--- config.mk ---
export PLATFORM = sky130hd
export DESIGN_NAME = bpxm_mod_pipe
export DESIGN_NICKNAME = d
export VERILOG_FILES = /design/src/hw/rtl/bpxm_pkg.sv /design/src/hw/rtl/bpxm_mod_pipe.sv
export SDC_FILE = /design/constraint.sdc
export NUM_CORES = 1
export LEC_CHECK = 0
export BUFFER_PORTS_ARGS = -buffer_cell sky130_fd_sc_hd__buf_2
export CORE_MARGIN = 4
export CORE_UTILIZATION = 50
export CTS_CLUSTER_DIAMETER = 120
export DETAILED_ROUTE_END_ITERATION = 12
export PLACE_DENSITY = 0.73
export SLEW_MARGIN = 10
export SYNTH_ARGS = -nofsm -noshare
export SYNTH_HDL_FRONTEND = slang
export SYNTH_SLANG_ARGS = --single-unit
--- constraint.sdc ---
create_clock -name clk -period 6.05 [get_ports clk]
set_input_delay 0.3025 -clock clk [delete_from_list [all_inputs] [get_ports clk]]
set_output_delay 0.3025 -clock clk [all_outputs]
set_load 0.01 [all_outputs]
--- src/hw/rtl/bpxm_pkg.sv ---
// ----------------------------------------------------------------------------
// Byte permute and mask cipher package
// Widths, reset values, register indexes, item types and the mask function
// shared by the modules of the byte permute and mask cipher.
// ----------------------------------------------------------------------------
package bpxm_pkg;

  localparam int CFG_W          = 16;
  localparam int KEY_W          = 16;
  localparam int IDX_W          = 16;
  localparam int DATA_W         = 8;
  localparam int OUT_ADDR_W     = 16;
  localparam int ADDR_WIDTH_DEF = 16;
  localparam int CFG_IDX_W      = 1;

  localparam logic [CFG_W-1:0] BLOCK_SIZE_RST = 16'd65521;
  localparam logic [CFG_W-1:0] CIPHER_KEY_RST = 16'd3;

  // Remainder bits resolved by each stage of a modulo pipeline.
  localparam int STEP_N = 2;

  localparam int SHIFT_A = 13;
  localparam int SHIFT_B = 7;
  localparam int SHIFT_C = 17;

  typedef enum logic [CFG_IDX_W-1:0] {
    REG_BLOCK_SIZE = 1'b0,
    REG_CIPHER_KEY = 1'b1
  } cfg_reg_t;

  typedef struct packed {
    logic [DATA_W-1:0] data_byte;
    logic              last;
    logic              range_err;
  } item_side_t;

  typedef struct packed {
    logic [DATA_W-1:0] mask;
    logic [DATA_W-1:0] masked;
    logic              last;
    logic              range_err;
  } out_side_t;

  function automatic logic [DATA_W-1:0] mix_lo8(input logic [63:0] v_in);
    logic [63:0] v;
    v = v_in ^ (v_in << SHIFT_A);
    v = v ^ (v >> SHIFT_B);
    v = v ^ (v << SHIFT_C);
    return v[DATA_W-1:0];
  endfunction

endpackage

--- src/hw/rtl/bpxm_mod_pipe.sv ---
// ----------------------------------------------------------------------------
// Pipelined modulo unit
// Restoring remainder calculation, a fixed number of numerator bits per
// stage, with a valid bit and side data travelling alongside each request.
// ----------------------------------------------------------------------------
module bpxm_mod_pipe
  import bpxm_pkg::*;
#(
  parameter int NUM_W  = 17,
  parameter int DEN_W  = 16,
  parameter int SIDE_W = 10
) (
  input  logic              clk,
  input  logic              rst_n,
  input  logic              in_valid,
  output logic              in_ready,
  input  logic [NUM_W-1:0]  in_num,
  input  logic [SIDE_W-1:0] in_side,
  input  logic [DEN_W-1:0]  den,
  output logic              out_valid,
  input  logic              out_ready,
  output logic [DEN_W-1:0]  out_rem,
  output logic [SIDE_W-1:0] out_side
);

  localparam int NSTG  = (NUM_W + STEP_N - 1) / STEP_N;
  localparam int PAD_W = NSTG * STEP_N;

  logic              v_r    [NSTG];
  logic              rdy    [NSTG+1];
  logic [DEN_W-1:0]  rem_r  [NSTG];
  logic [PAD_W-1:0]  num_r  [NSTG];
  logic [SIDE_W-1:0] side_r [NSTG];

  assign rdy[NSTG] = out_ready;
  assign in_ready  = rdy[0];

  for (genvar g = 0; g < NSTG; g++) begin : g_stage
    logic              prev_v;
    logic [DEN_W-1:0]  prev_rem;
    logic [PAD_W-1:0]  prev_num;
    logic [SIDE_W-1:0] prev_side;
    logic [DEN_W-1:0]  rem_nxt;

    if (g == 0) begin : g_head
      assign prev_v    = in_valid;
      assign prev_rem  = '0;
      assign prev_num  = PAD_W'(in_num);
      assign prev_side = in_side;
    end else begin : g_body
      assign prev_v    = v_r[g-1];
      assign prev_rem  = rem_r[g-1];
      assign prev_num  = num_r[g-1];
      assign prev_side = side_r[g-1];
    end

    always_comb begin : step
      logic [DEN_W:0] acc;
      acc     = '0;
      rem_nxt = prev_rem;
      for (int k = 0; k < STEP_N; k++) begin
        acc = {rem_nxt, prev_num[PAD_W-1-k]};
        if (acc >= {1'b0, den}) begin
          acc = acc - {1'b0, den};
        end
        rem_nxt = acc[DEN_W-1:0];
      end
    end

    assign rdy[g] = !v_r[g] || rdy[g+1];

    always_ff @(posedge clk) begin
      if (!rst_n) begin
        v_r[g] <= 1'b0;
      end else if (rdy[g]) begin
        v_r[g] <= prev_v;
      end
    end

    always_ff @(posedge clk) begin
      if (rdy[g] && prev_v) begin
        rem_r[g]  <= rem_nxt;
        num_r[g]  <= prev_num << STEP_N;
        side_r[g] <= prev_side;
      end
    end
  end

  assign out_valid = v_r[NSTG-1];
  assign out_rem   = rem_r[NSTG-1];
  assign out_side  = side_r[NSTG-1];

  a_rem_below_den: assert property (@(posedge clk) disable iff (!rst_n)
    out_valid && (den != '0) |-> out_rem < den)
    else $error("remainder not below divisor");

endmodule

# Yosys cells after proc, flatten, opt, wreduce, memory -nomap -nowiden
# Memories as Yosys holds them, arrays and structs flattened.
# Cells that the tools add are included.
[totals]
register_bits = 0
latch_bits = 0
mem_bits_rw = 387
rom_bits = 0
mem_count = 4
[op_classes]
n_addsub = 18
multipliers = 0
n_div = 0
n_lt_le_gt_ge = 18
n_eq_ne = 0
n_shift = 0
mux = 73
n_bitwise = 9
reduce_logical = 27
[memory_table]
columns = ["name", "depth", "width", "rd", "rd_clocked_by_memory_dff", "write_ports", "line", "source"]
rows = [
  ["num_r", 9, 16, 8, 0, 9, "bpxm_mod_pipe.sv:32", "logic [PAD_W-1:0] num_r [NSTG];"],
  ["rem_r", 9, 16, 9, 0, 9, "bpxm_mod_pipe.sv:31", "logic [DEN_W-1:0] rem_r [NSTG];"],
  ["side_r", 9, 10, 9, 0, 9, "bpxm_mod_pipe.sv:33", "logic [SIDE_W-1:0] side_r [NSTG];"],
  ["v_r", 9, 1, 9, 0, 9, "bpxm_mod_pipe.sv:29", "logic v_r [NSTG];"],
]
[ops]
columns = ["operator", "count"]
rows = [
  ["17-bit by 16-bit greater-or-equal comparator with 1-bit output", 17],
  ["16-bit two-way mux", 18],
  ["16-bit subtractor", 17],
  ["1-bit two-way mux", 55],
  ["1-bit by 16-bit greater-or-equal comparator with 1-bit output, first input constant", 1],
  ["1-bit by 16-bit subtractor with 16-bit output, first input constant", 1],
  ["1-bit logical AND", 9],
  ["1-bit logical NOT", 9],
  ["1-bit logical OR", 9],
  ["1-bit OR", 9],
]

# Depth between registers and ports, before layout
# An unclocked memory read counts as a cell.
[logic_depth]
ltp_word = 15
depth_mapped = 23

# Least setup slack after synthesis
# No wires, ideal clock.
[synth_timing]
path_type = "input-to-reg"
from = "input den[1]"
to = "memory rem_r[6][6], in the netlist rem_r[0][102] (data pin)"
setup_time_ns = 0.262
arrival_time_ns = 5.788
required_time_ns = 5.788
path_slack_ns = 0.000
cell_stages = 23
n_path_buf = 3
cell_sequence = "inv_1 -> ha_1 -> nor2b_1 -> o31a_1 -> o311ai_2 -> o211ai_1 -> o211ai_1 -> a21o_1 -> buf_2 -> buf_1 -> nand2_1 -> o21ai_0 -> ha_1 -> nor2b_1 -> o2111ai_1 -> nand3_1 -> o41a_1 -> o21ai_1 -> a21oi_1 -> o21ai_0 -> o2111ai_2 -> buf_4 -> mux2_1"
[synth_rtl]
columns = ["element", "line", "source"]
rows = [
  ["from (decl)", "bpxm_mod_pipe.sv:19", "input logic [DEN_W-1:0] den,"],
  ["to (decl)", "bpxm_mod_pipe.sv:31", ""],
]

==> flow_summary.toml <==
[flow_run]
cap_violations = 0

[layout]
area_growth_pct = 12.70
antenna_cells = 0
multi_input_area_mm2 = 0.01477
post-route-util_pct = 56.92
n_fill_cell = 4105
mostFrequentLayoutCells = "314 x edfxtp_1, 273 x ha_1, 194 x a21oi_1"
fin_nets = 2854
final_layout_size_suffix_gt1_share_pct = 16.04
instances_no_fill = 3208
mostFrequentLayoutCell = "edfxtp_1"
ff_latch_area_mm2 = 0.009449

[floorplanning]
rows = 81
die_h_um = 230.1
die_area_mm2 = 0.05296
pin_count = 75
die_w_um = 230.1
initial_core_util_pct = 50.50
core_area_mm2 = 0.04885

[sta]
hold_violations = 0
drv_slew = 0
fin_worst_skew_ps = 21.22
period_minus_slack_ps = 5405
report.final.setup_viol = 0
setup_tns_ps = 0
slew_headroom_pct = 25.46
whs_ps = 72.20
fin_crit_sh_pct = 89.34
rsz0062_at_grt = "no"
worst_pin_slew_ps = 1116
max_freq_mhz = 185.0

[clock_network]
clk_path_buf_depth = 3
numCtsBuffers = 35
clockRootBuffer = "clkbuf_16"
cts_max_level = 2
cts.sinks = 315
insertion_delay_ps = 560
postCtsSetupRepairBufs = 0
clk_pin_slew_worst_paths_ps = 60
tritoncts = "yes"

[grt]
grt_pass1_wl_um = 101500
grt_util_all_layers_pct = 23.66
grt_pass1_vias = 19060
grt_remaining_overflow = 0
grt_antenna_before_repair = 1
grt_max_degree = 43

[setup_path]
max_stage_delay_ps = 430
crit_path_top_delay_cell = "edfxtp_1"
critPathKind = "reg -> reg"
cp_max_fo = 16
critPathLaunchType = "flip-flop"
crit_chain = "ha_1 -> nor2b_1 -> o31a_1 -> o32ai_2 -> o31ai_1 -> o211a_1 -> nor3_4 -> mux2_2 -> ha_1 -> a211oi_1 -> nand2b_1 -> a21oi_1 -> o31ai_1 -> a2111oi_0 -> o21ai_0 -> nand4b_4 -> mux2_2"
crit_arrival_ps = 5700
cp.required_ps = 6350
cp-end-kind = "flip-flop"

[yosys]
netlist_area_mm2 = 0.02467
yosysWarnings = 0
ys_types = 94
syn_area_per_cell_um2 = 10.60
yosys.area_share.simple_pct = 11.25
ys_seq_area_share_pct = 38.30
ys.flop_type = "edfxtp_1"
synth-edff-count = 314
synthCells = 2327
synthArstFlopShare_pct = 0
synth_top_family_by_area = "compound AO/OA/AOI/OAI gates"
synthAdderAreaFrac_pct = 15.23
synth_compound_area_share_pct = 17.87
synthMuxAreaShare_pct = 7.988
synth_seq_cells = 315
synth_xor_area_share_pct = 7.242

[routing]
drc = 0
viasPerCell = 5.931
num_vias = 19030
dr.pass1.iters = 7
detail_route.iter0.violations = 1304
totalWireLength_um = 63390
ant_nets = 0
wl_per_cell_um = 19.76

[power]
vdd_drop_max_v = 0.0001961
power.density_mw_per_mm2 = 340.6
finalPower_mw = 9.469
p_leak_nw = 11.16

[min_path]
hold_path_class = "in -> reg"

[placement]
gp_congestion = 0.9899
dpl.hpwl_um = 48260
port_buffers = 74
placed_cells = 3118

[status]
status = "finished clean"
[logic make-up (layout without fill, tap and decap cells)]
kind of cell               Yosys count  after routing
muxes                              171            171
adders and majority gates          290            290
other                                1              7
buffers and inverters              123            334
xor gates and xnor gates           204            204
and+or+nand+nor                    554            554
DFF                                315            315
AOI/OAI and AO/OA                  669            669
[critical path: cells and delay by family, from the launching register on]
family / cells / cell delay, ps
AOI/OAI and AO/OA: 9 / 2230
adders and majority gates: 2 / 700
DFF: 1 / 430
muxes: 2 / 790
and+or+nand+nor: 4 / 1000
[final cells by class]
class | count | area share (%)
Clock inverter | 20 | 0.7470
Multi-Input combinational cell | 1895 | 53.11
Clock buffer | 44 | 3.272
Sequential cell | 315 | 33.98
Tap cell | 664 | 2.988
Timing Repair Buffer | 179 | 4.671
Inverter | 91 | 1.229
[report_power, final]
| part | internal [mW] | switching (mW) |
|---|---|---|
| sequential | 2.70 | 0.0689 |
| clock | 1.17 | 0.896 |
| combinational | 2.21 | 2.42 |
[metal layers]
layer / vias to the layer above / global-route usage (%) / share of wire (%)
met1: 9145 / 29.92 / 43
met3: 160 / 2.465 / 3.9
met5: - / 0 / 0
met2: 482 / 41.32 / 49
li1: 9239 / - / -
met4: 0 / 10.06 / 4.5
[what timing repair did]
action / 4_1_cts / 5_1_grt
hold buffers: 26 / 0
hold endpoints to repair: 26 / 0
setup endpoints to repair: 0 / 0
resized for setup: 0 / 0
[path summary, 6_finish.rpt]
| check | start | to | slack, ps | depth (start not counted) |
|---|---|---|---|---|
| max | rem_r[0][96] | rem_r[0][120] | 640 | 17 |
| min | in_valid | v_r[0] | 70 | 2 |
| max reg2reg | rem_r[0][96] | rem_r[0][120] | 640 | 17 |
| min reg2reg | side_r[0][8] | side_r[0][18] | 410 | 0 |
[sequential cells by signal, summed over array words and instances, names as in the netlist]
name	flops
rem_r	144
num_r	72
side_r	90
v_r	9
[synthesized netlist by cell type, drive strengths merged, types with 20 or more instances]
cell type	number	area, um^2
edfxtp	314	9429
nand2b	38	237.7
nor2b	28	175.2
nand3	40	200.2
xnor2	130	1139
nor2	135	506.7
a31oi	20	125.1
xor2	74	648.1
mux2	162	1881
o21a	51	382.9
nand2	145	544.3
o21bai	33	247.7
ha	273	3416
nand4	34	219.0
a21o	79	593.1
nor3	42	221.5
o21ai	144	732.0
a21oi	196	988.4
inv	91	341.6
buf	24	147.6
[per-stage QoR]
step                      cell area [um^2]  setup WS (ps)
after global routing                 27800          249.1
final                                27800          644.8
after CTS                            27800          679.3
after global placement               26430          372.9
after detailed placement             26430          250.2
after floorplan                      24690        0.09814
Note: power is estimated with default switching activity, not from simulation.
