[config.mk]
export PLATFORM = sky130hd
export DESIGN_NAME = bpxm_mix
export DESIGN_NICKNAME = d
export VERILOG_FILES = /design/src/hw/rtl/bpxm_pkg.sv /design/src/hw/rtl/bpxm_mix.sv
export SDC_FILE = /design/constraint.sdc
export NUM_CORES = 1
export LEC_CHECK = 0
export BUFFER_PORTS_ARGS = -buffer_cell sky130_fd_sc_hd__buf_2
export CORE_AREA = 5 5 172 141
export DETAILED_ROUTE_END_ITERATION = 8
export DIE_AREA = 0 0 177 146
export MAX_ROUTING_LAYER = met4
export PLACE_DENSITY = 0.71
export SYNTH_ARGS = -nofsm -noshare
export SYNTH_HDL_FRONTEND = slang
export SYNTH_SLANG_ARGS = --single-unit
[constraint.sdc]
create_clock -name clk -period 6.9 [get_ports clk]
set_input_delay 0.345 -clock clk [delete_from_list [all_inputs] [get_ports clk]]
set_output_delay 0.345 -clock clk [all_outputs]
set_load 0.1 [all_outputs]
[src/hw/rtl/bpxm_pkg.sv]
// ----------------------------------------------------------------------------
// Byte permute and mask cipher package
// Widths, reset values, register indexes, item types and the mask function
// shared by the modules of the byte permute and mask cipher.
// ----------------------------------------------------------------------------
package bpxm_pkg;

  localparam int CFG_W          = 16;
  localparam int KEY_W          = 16;
  localparam int IDX_W          = 16;
  localparam int DATA_W         = 8;
  localparam int OUT_ADDR_W     = 16;
  localparam int ADDR_WIDTH_DEF = 16;
  localparam int CFG_IDX_W      = 1;

  localparam logic [CFG_W-1:0] BLOCK_SIZE_RST = 16'd65521;
  localparam logic [CFG_W-1:0] CIPHER_KEY_RST = 16'd3;

  // Remainder bits resolved by each stage of a modulo pipeline.
  localparam int STEP_N = 2;

  localparam int SHIFT_A = 13;
  localparam int SHIFT_B = 7;
  localparam int SHIFT_C = 17;

  typedef enum logic [CFG_IDX_W-1:0] {
    REG_BLOCK_SIZE = 1'b0,
    REG_CIPHER_KEY = 1'b1
  } cfg_reg_t;

  typedef struct packed {
    logic [DATA_W-1:0] data_byte;
    logic              last;
    logic              range_err;
  } item_side_t;

  typedef struct packed {
    logic [DATA_W-1:0] mask;
    logic [DATA_W-1:0] masked;
    logic              last;
    logic              range_err;
  } out_side_t;

  function automatic logic [DATA_W-1:0] mix_lo8(input logic [63:0] v_in);
    logic [63:0] v;
    v = v_in ^ (v_in << SHIFT_A);
    v = v ^ (v >> SHIFT_B);
    v = v ^ (v << SHIFT_C);
    return v[DATA_W-1:0];
  endfunction

endpackage

[src/hw/rtl/bpxm_mix.sv]
// ----------------------------------------------------------------------------
// Product and mask stages
// Multiplies the reduced index plus key by the key, then forms the xorshift
// mask and masked byte, zeroing the product and both bytes when out of range.
// ----------------------------------------------------------------------------
module bpxm_mix
  import bpxm_pkg::*;
#(
  parameter int ADDR_W = ADDR_WIDTH_DEF
) (
  input  logic                    clk,
  input  logic                    rst_n,
  input  logic                    in_valid,
  output logic                    in_ready,
  input  logic [ADDR_W-1:0]       in_rem,
  input  item_side_t              in_side,
  input  logic [KEY_W-1:0]        key,
  output logic                    out_valid,
  input  logic                    out_ready,
  output logic [ADDR_W+KEY_W-1:0] out_prod,
  output out_side_t               out_side
);

  localparam int PROD_W = ADDR_W + KEY_W;

  logic              a_v_r;
  logic [PROD_W-1:0] a_prod_r;
  item_side_t        a_side_r;
  logic              a_rdy;

  logic              b_v_r;
  logic [PROD_W-1:0] b_prod_r;
  out_side_t         b_side_r;
  logic              b_rdy;
  logic [DATA_W-1:0] mask_nxt;

  assign b_rdy    = !b_v_r || out_ready;
  assign a_rdy    = !a_v_r || b_rdy;
  assign in_ready = a_rdy;

  always_ff @(posedge clk) begin
    if (!rst_n) begin
      a_v_r <= 1'b0;
      b_v_r <= 1'b0;
    end else begin
      if (a_rdy) begin
        a_v_r <= in_valid;
      end
      if (b_rdy) begin
        b_v_r <= a_v_r;
      end
    end
  end

  always_ff @(posedge clk) begin
    if (a_rdy && in_valid) begin
      a_prod_r <= PROD_W'(in_rem) * PROD_W'(key);
      a_side_r <= in_side;
    end
  end

  assign mask_nxt = mix_lo8(64'(a_prod_r));

  always_ff @(posedge clk) begin
    if (b_rdy && a_v_r) begin
      b_side_r.last      <= a_side_r.last;
      b_side_r.range_err <= a_side_r.range_err;
      if (a_side_r.range_err) begin
        b_prod_r        <= '0;
        b_side_r.mask   <= '0;
        b_side_r.masked <= '0;
      end else begin
        b_prod_r        <= a_prod_r;
        b_side_r.mask   <= mask_nxt;
        b_side_r.masked <= a_side_r.data_byte ^ mask_nxt;
      end
    end
  end

  assign out_valid = b_v_r;
  assign out_prod  = b_prod_r;
  assign out_side  = b_side_r;

  a_err_clears: assert property (@(posedge clk) disable iff (!rst_n)
    out_valid && out_side.range_err |-> (out_prod == '0) && (out_side.masked == '0))
    else $error("out-of-range request not cleared");

endmodule
Yosys cells after proc, flatten, opt, wreduce, memory -nomap -nowiden
Index checks and enable logic that the tools add are counted.
Storage, ports and cells
  register bits after elaboration: 94
  output and inout port bits: 52
  logic and storage cells: 22
Operators by class
  $mul: 1
  bitwise logic cells: 4
  reductions and logical operators: 6
Operators with widths (count)
  16-bit by 16-bit multiplier with 32-bit output: 1
  8-bit bitwise XOR: 2
  15-bit bitwise XOR: 1
  8-bit by 1-bit bitwise XOR with 8-bit output (second input constant): 1
  1-bit logical AND: 2
  1-bit logical NOT: 2
  1-bit logical OR: 2

Depth between registers and ports, before layout
Gate-level depths: netlist of run 1.
  word-level depth: 4
  gate-level depth with buffers: 21
  depth with buffers taken out: 19

Worst setup path before layout of run 1
OpenSTA, ideal clock, no wires.
  path kind: in2reg
  start: in in_rem[7]
  end: reg a_prod_r[25] (data pin)
  arrival: 5255 ps
  path slack: 1371 ps
  stages: 21
  path through: clkbuf_1 nand2_1 fa_1 inv_1 fa_1 inv_1 fa_1 inv_1 fa_1 fa_1 inv_1 fa_1 inv_1 ha_1 clkbuf_2 nand4_1 o22ai_1 nor3_1 a21oi_1 a2111oi_0 a211oi_1
Between the ends
  longest elaborated chain between the ends: 1
Ends and longest elaborated chain
  from (decl): RTL line bpxm_mix.sv:15  | input logic [ADDR_W-1:0] in_rem,
  16-bit by 16-bit multiplier with 32-bit output: RTL line bpxm_mix.sv:57  | a_prod_r <= PROD_W'(in_rem) * PROD_W'(key);
  to (signal assigned): RTL line bpxm_mix.sv:57
  to (decl): RTL line bpxm_mix.sv:27  | logic [PROD_W-1:0] a_prod_r;
No other way between the ends.
A chain may end at the register's enable or synchronous reset.

Final worst setup path of run 1
  start: in in_rem[8]
  end: reg a_prod_r[25] (data pin)
The elaborated chain is that of the path after synthesis.

==> reports/qor.csv, run 1 <==
stage,metric,value,unit
die,Starting Density,0.543,
timing,Tmin final,5710,ps
finish,P&R area growth vs syn,8.29,%
finish,"most common cell after layout, fill and taps aside",inv_1,
timing,Slew @ Worst Pin,968,ps
die,# rows,49,
clock_tree,clock buffer depth,2,
routing,initial drt markers,493,
clock_tree,Post-CTS Setup Inserts,0,
placement,DP HPWL,20600,um
run_status,status,finished clean,
synthesis,Synth Flop Type,edfxtp_1,
global_routing,first-pass GRT wire length,43500,um
setup_path,Worst setup EP type,flip-flop,
finish,share of cells above drive strength 1,0.106,
timing,Final Hold Fails,0,
routing,Vias,8271,
synthesis,post-synth cell types,64,
finish,nets,1597,
global_routing,largest net degree at the start of global routing,49,
synthesis,Post-Syn Instances,1188,
timing,worst rel slew slack,0.355,
die,die width,177,um
die,core area,22200,um2
placement,Final GP Congestion,0.884,
routing,vias per inst,5.29,
setup_path,CP Launch Type,input port,
timing,setup TNS,0,ps
finish,Antenna Diode Count,0,
setup_path,arrival time at the worst endpoint,5780,ps
synthesis,sequential area share after synthesis,0.232,
clock_tree,CTS tree,done,
setup_path,crit path kind,input port to flip-flop,
synthesis,"FF+latch count, synth",94,
timing,Final setup viols,0,
global_routing,initial antenna violation count,0,
finish,most frequent cells in the layout,"inv_1 (230), fa_1 (194), nand2_1 (152)",
global_routing,Total GRT Usage,0.216,
timing,Final period util,0.828,
clock_tree,post-CTS resize count,0,
routing,overall routed net length,26300,um
synthesis,Post-synth EDFFs,92,
timing,Fmax,0.175,GHz
global_routing,grt total ovfl,0,
job,Max Cap Viol,0,
synthesis,Mapped Area,12100,um2
clock_tree,H-tree Lvls,3,
clock_tree,"CTS clk-pin slew, worst paths",70,ps
die,Die H,146,um
timing,skew final,7.71,ps
die,die area,25800,um2
setup_path,flop2flop setup slack,5120,ps
routing,Routed WL per cell,16.8,um
routing,router iterations before antenna repair,5,
clock_tree,CTS sink cnt,94,
clock_tree,CTS Buf Count,9,
placement,I/O Buffers,97,
worst_hold_path,worst hold path type,input port to flip-flop,
clock_tree,Worst-Skew Late Latency,340,ps
clock_tree,root buffer cell,clkbuf_16,
synthesis,syn_area_per_cell,10.2,um2
routing,Residual DRC,0,
timing,"Slew Viols, Final",0,
routing,ANT nets after route,0,
synthesis,syn nets,1532,
clock_tree,hold-fix buffers at CTS,0,
setup_path,Crit Path Max Fanout,16,
die,Top-Level Pins,98,
synthesis,ys async rst share,0,
setup_path,Required @ worst endpoint,6970,ps
timing,RSZ-0062 raised after global routing,no,
synthesis,yosys warns,0,
global_routing,number of global-route vias before repair,8612,
## synthesized netlist by cell type (all sizes together) (3+ instances only)
cell / count / share of area
a211o: 3 / 0.0022
buf: 6 / 0.0045
nand3: 12 / 0.0054
clkbuf: 39 / 0.013
edfxtp: 92 / 0.23
a21o: 6 / 0.0038
o211ai: 6 / 0.0046
xor2: 19 / 0.014
fa: 194 / 0.32
inv: 230 / 0.072
o21ai: 17 / 0.0071
nand4: 3 / 0.0016
nand2: 153 / 0.048
a211oi: 5 / 0.0035
a21oi: 32 / 0.014
ha: 104 / 0.11
nor2: 29 / 0.0094
and2: 126 / 0.065
nand2b: 3 / 0.0016
nor3: 7 / 0.0029
o21bai: 4 / 0.0025
nor2b: 38 / 0.020
a31oi: 3 / 0.0016
xnor2: 23 / 0.017
and4: 4 / 0.0029
## stage by stage
stage | std cells | worst slack (ps) | utilization | area, um2 | hold slack, ps
final | 1564 | 1190 | 0.588 | 13100 | 184
after global routing | 1564 | 881 | 0.588 | 13100 | 173
after CTS | 1564 | 1210 | 0.588 | 13100 | 169
after detailed placement | 1548 | 849 | 0.574 | 12700 | 416
after global placement | 1548 | 907 | 0.574 | 12700 | 404
after floorplan | 1188 | 1370 | - | 12100 | 400
## kinds of logic (layout without fill, tap and decap cells)
| group | after synthesis | after routing | share of synthesized area |
|---|---|---|---|
| compound gates | 93 | 93 | 0.0534 |
| xor+xnor | 42 | 42 | 0.0305 |
| fa+ha+maj | 298 | 298 | 0.430 |
| buf+inv | 275 | 345 | 0.0891 |
| flops | 94 | 94 | 0.232 |
| mux | 2 | 2 | 0.00166 |
| simple gates | 384 | 384 | 0.163 |
## final timing paths
path | startpoint | endpoint | cells past startpoint
max | in_rem[8] | a_prod_r[25] | 17
min | in_side[1] | a_side_r[1] | 1
max reg2reg | out_valid | a_side_r[8] | 3
min reg2reg | a_side_r[1] | out_side[1] | 0
## registers in the layout, summed over array words and instances, names as in the netlist
signal / flops
out_prod: 32
a_side_r: 10
a_v_r: 1
out_valid: 1
out_side: 18
a_prod_r: 32
## layout make-up
| type | instances | area, um2 |
|---|---|---|
| clock buffers | 9 | 225 |
| clock inverters | 7 | 93.8 |
| fillers | 1921 | 9140 |
| inverters | 230 | 863 |
| multi-input cells | 819 | 8190 |
| flip-flops and latches | 94 | 2800 |
| well taps | 306 | 383 |
| repair buffers | 99 | 500 |
## critical path, stage by stage
cell	delay, ps
buf_2	240
and2_1	220
fa_1	530
inv_1	50
fa_1	460
fa_1	520
inv_1	60
fa_1	550
fa_1	430
fa_1	450
ha_1	440
a21oi_1	290
o22ai_1	160
nor3_1	270
a21oi_1	180
a2111oi_0	460
a211oi_1	130
## per-layer routing
metal  track usage  vias to the layer above  share of wire
met2         0.353                      240           0.50
met4        0.0507                        0          0.019
met1         0.285                     4168           0.42
li1              -                     3822              -
met5             -                        -              0
met3        0.0369                       41          0.056
Power of run 1 is left out: the tool's default activity adds up to more than one toggle a clock period on the data nets, which glitch-free logic cannot reach.
==> run 2: changes to the inputs <==
- clock period: 6.9 -> 5.42 ns (I/O delays scaled with it)
==> reports/qor.csv, run 2 (same netlist as run 1, synthesis figures left out) <==
stage,metric,value,unit,change
clock_tree,Worst-Skew Late Latency,340,ps,about the same
clock_tree,hold-fix buffers at CTS,0,,unchanged
clock_tree,CTS sink cnt,94,,unchanged
global_routing,number of global-route vias before repair,9102,,+5.7%
setup_path,r2r startpoint,out_valid,,
placement,I/O Buffers,97,,unchanged
setup_path,crit path kind,input port to flip-flop,,
finish,Fillers,1822,,-5.2%
finish,"non-filler cells, final",1669,,+6.7%
die,die area,25800,um2,unchanged
setup_path,Required @ worst endpoint,5500,ps,-1470 ps
placement,Final GP Congestion,0.879,,-0.59%
die,Die H,146,um,unchanged
setup_path,CP Launch Type,input port,,
setup_path,Critical Path Max Stage Delay,550,ps,about the same
worst_hold_path,worst hold path type,input port to flip-flop,,
clock_tree,CTS Buf Count,9,,unchanged
worst_hold_path,hold path cells,1,,unchanged
setup_path,flop2flop setup slack,3660,ps,-1460 ps
timing,Fmax,0.188,GHz,
die,Top-Level Pins,98,,unchanged
global_routing,grt total ovfl,0,,unchanged
clock_tree,clock buffer depth,2,,unchanged
setup_path,Worst R2R Path Depth,3,,unchanged
setup_path,CP cell instances,"buf_2, and2_1, fa_1, inv_1, fa_1, fa_1, fa_1, inv_1, fa_1, inv_1, fa_1, inv_1, ha_4, nand3_2, nor2_1, o211ai_2, buf_4, a211oi_1, nor3_1, xnor2_1",,
setup_path,Crit Path Max Fanout,12,,-4
routing,Vias,8597,,+3.9%
finish,share of cells above drive strength 1,0.182,,+0.0762
setup_path,r2r endpoint,a_prod_r[11],,
timing,Final period util,0.983,,
timing,RSZ-0062 raised after global routing,yes,,
timing,Final setup viols,0,,unchanged
finish,P&R area growth vs syn,16.5,%,
routing,ANT nets after route,0,,unchanged
timing,skew final,8.51,ps,+0.801 ps
clock_tree,H-tree Lvls,3,,unchanged
finish,most frequent cells in the layout,"inv_1 (230), fa_1 (194), nand2_1 (152)",,
routing,Residual DRC,0,,unchanged
setup_path,arrival time at the worst endpoint,5410,ps,-370 ps
clock_tree,root buffer cell,clkbuf_16,,
die,core area,22200,um2,unchanged
routing,router iterations before antenna repair,5,,unchanged
setup_path,Worst path most repeated cell,fa_1,,
timing,Final Hold Fails,0,,unchanged
global_routing,Total GRT Usage,0.211,,-0.00513
global_routing,initial antenna violation count,0,,unchanged
timing,Slew @ Worst Pin,980,ps,+12.6 ps
finish,nets,1702,,+6.6%
finish,register area,2800,um2,unchanged
job,Max Cap Viol,0,,unchanged
worst_hold_path,Worst Hold End,a_side_r[4],,
routing,vias per inst,5.15,,-2.6%
timing,"Slew Viols, Final",0,,unchanged
die,# rows,49,,unchanged
routing,overall routed net length,25200,um,-4.0%
timing,setup TNS,0,ps,unchanged
timing,worst rel slew slack,0.346,,-0.00842
clock_tree,CTS tree,done,,
timing,Tmin final,5330,ps,
run_status,status,finished clean,,
routing,initial drt markers,516,,+4.7%
clock_tree,"CTS clk-pin slew, worst paths",60,ps,about the same
die,Starting Density,0.543,,unchanged
die,die width,177,um,unchanged
finish,multi-input combinational cell area,8260,um2,+0.79%
placement,placed insts,1651,,+6.7%
setup_path,Critical path buffers and inverters,6,,+3
global_routing,largest net degree at the start of global routing,49,,unchanged
setup_path,Crit path max-delay family,adder cells,,
finish,"most common cell after layout, fill and taps aside",inv_1,,
routing,Routed WL per cell,15.1,um,-10%
finish,Antenna Diode Count,0,,unchanged
worst_hold_path,hold path start,in_side[4],,
global_routing,first-pass GRT wire length,43700,um,+0.54%
setup_path,Worst setup EP type,flip-flop,,
placement,DP HPWL,21400,um,+3.5%
setup_path,Slowest cell on crit path,fa_1,,
run 2: changes by cell type in the layout (fill, tap and decap cells not counted), moves of 3 or more:
cell,previous run,this run
clkinv_4,0,3
buf_4,2,101
a21oi_2,3,7
ha_4,0,3
buf_12,0,6
ha_1,104,101
a21oi_1,29,25
clkbuf_4,0,3
buf_2,97,94
run 2: worst max path at each step:
stage | depth (start not counted) | to | start
floorplan | 21 | a_prod_r[25] | in_rem[6]
global placement | 19 | a_prod_r[31] | key[4]
detailed placement | 19 | a_prod_r[31] | key[4]
CTS | 19 | a_prod_r[31] | key[4]
global route | 19 | a_prod_r[31] | key[4]
finish | 20 | a_prod_r[29] | key[4]
run 2: stage by stage:
stage                     setup slack (ps)  area, um2  hold WS [ps]  utilization
final                                 93.0      14000           104        0.633
after global routing                 -66.2      14000          86.7        0.633
after CTS                              124      14000          90.7        0.629
after detailed placement              -232      13600           405        0.612
after global placement                -187      13600           402        0.612
after floorplan                       3.98      12100           370            -
run 2: layout make-up:
class                      instances  share of cell area
multi-input combinational        819               0.588
sequential                        94               0.200
timing repair buffer             204              0.0976
inverter                         230              0.0615
tap                              306              0.0273
clock buffer                       9              0.0160
clock inverter                     7              0.0104
run 2: what timing repair did:
action | CTS | global route
buffers inserted | 0 | 2
endpoints found under the setup margin | 0 | 12
endpoints found under the hold margin | 0 | 0
gates resized for setup | 0 | 14
run 2: worst reg2reg max path: stages, from the launching register on:
cell and delay [ps]:
dfxtp_1 300, nor2b_1 180, nand2_1 90, and2_2 790
run 2: per-layer routing:
metal | global-route usage | up-vias | part of all wire
li1 | - | 4033 | -
met1 | 0.288 | 4389 | 0.44
met2 | 0.351 | 159 | 0.51
met3 | 0.0281 | 16 | 0.038
met4 | 0.0255 | 0 | 0.0065
met5 | - | - | 0
Power of run 2 is left out for the same reason.
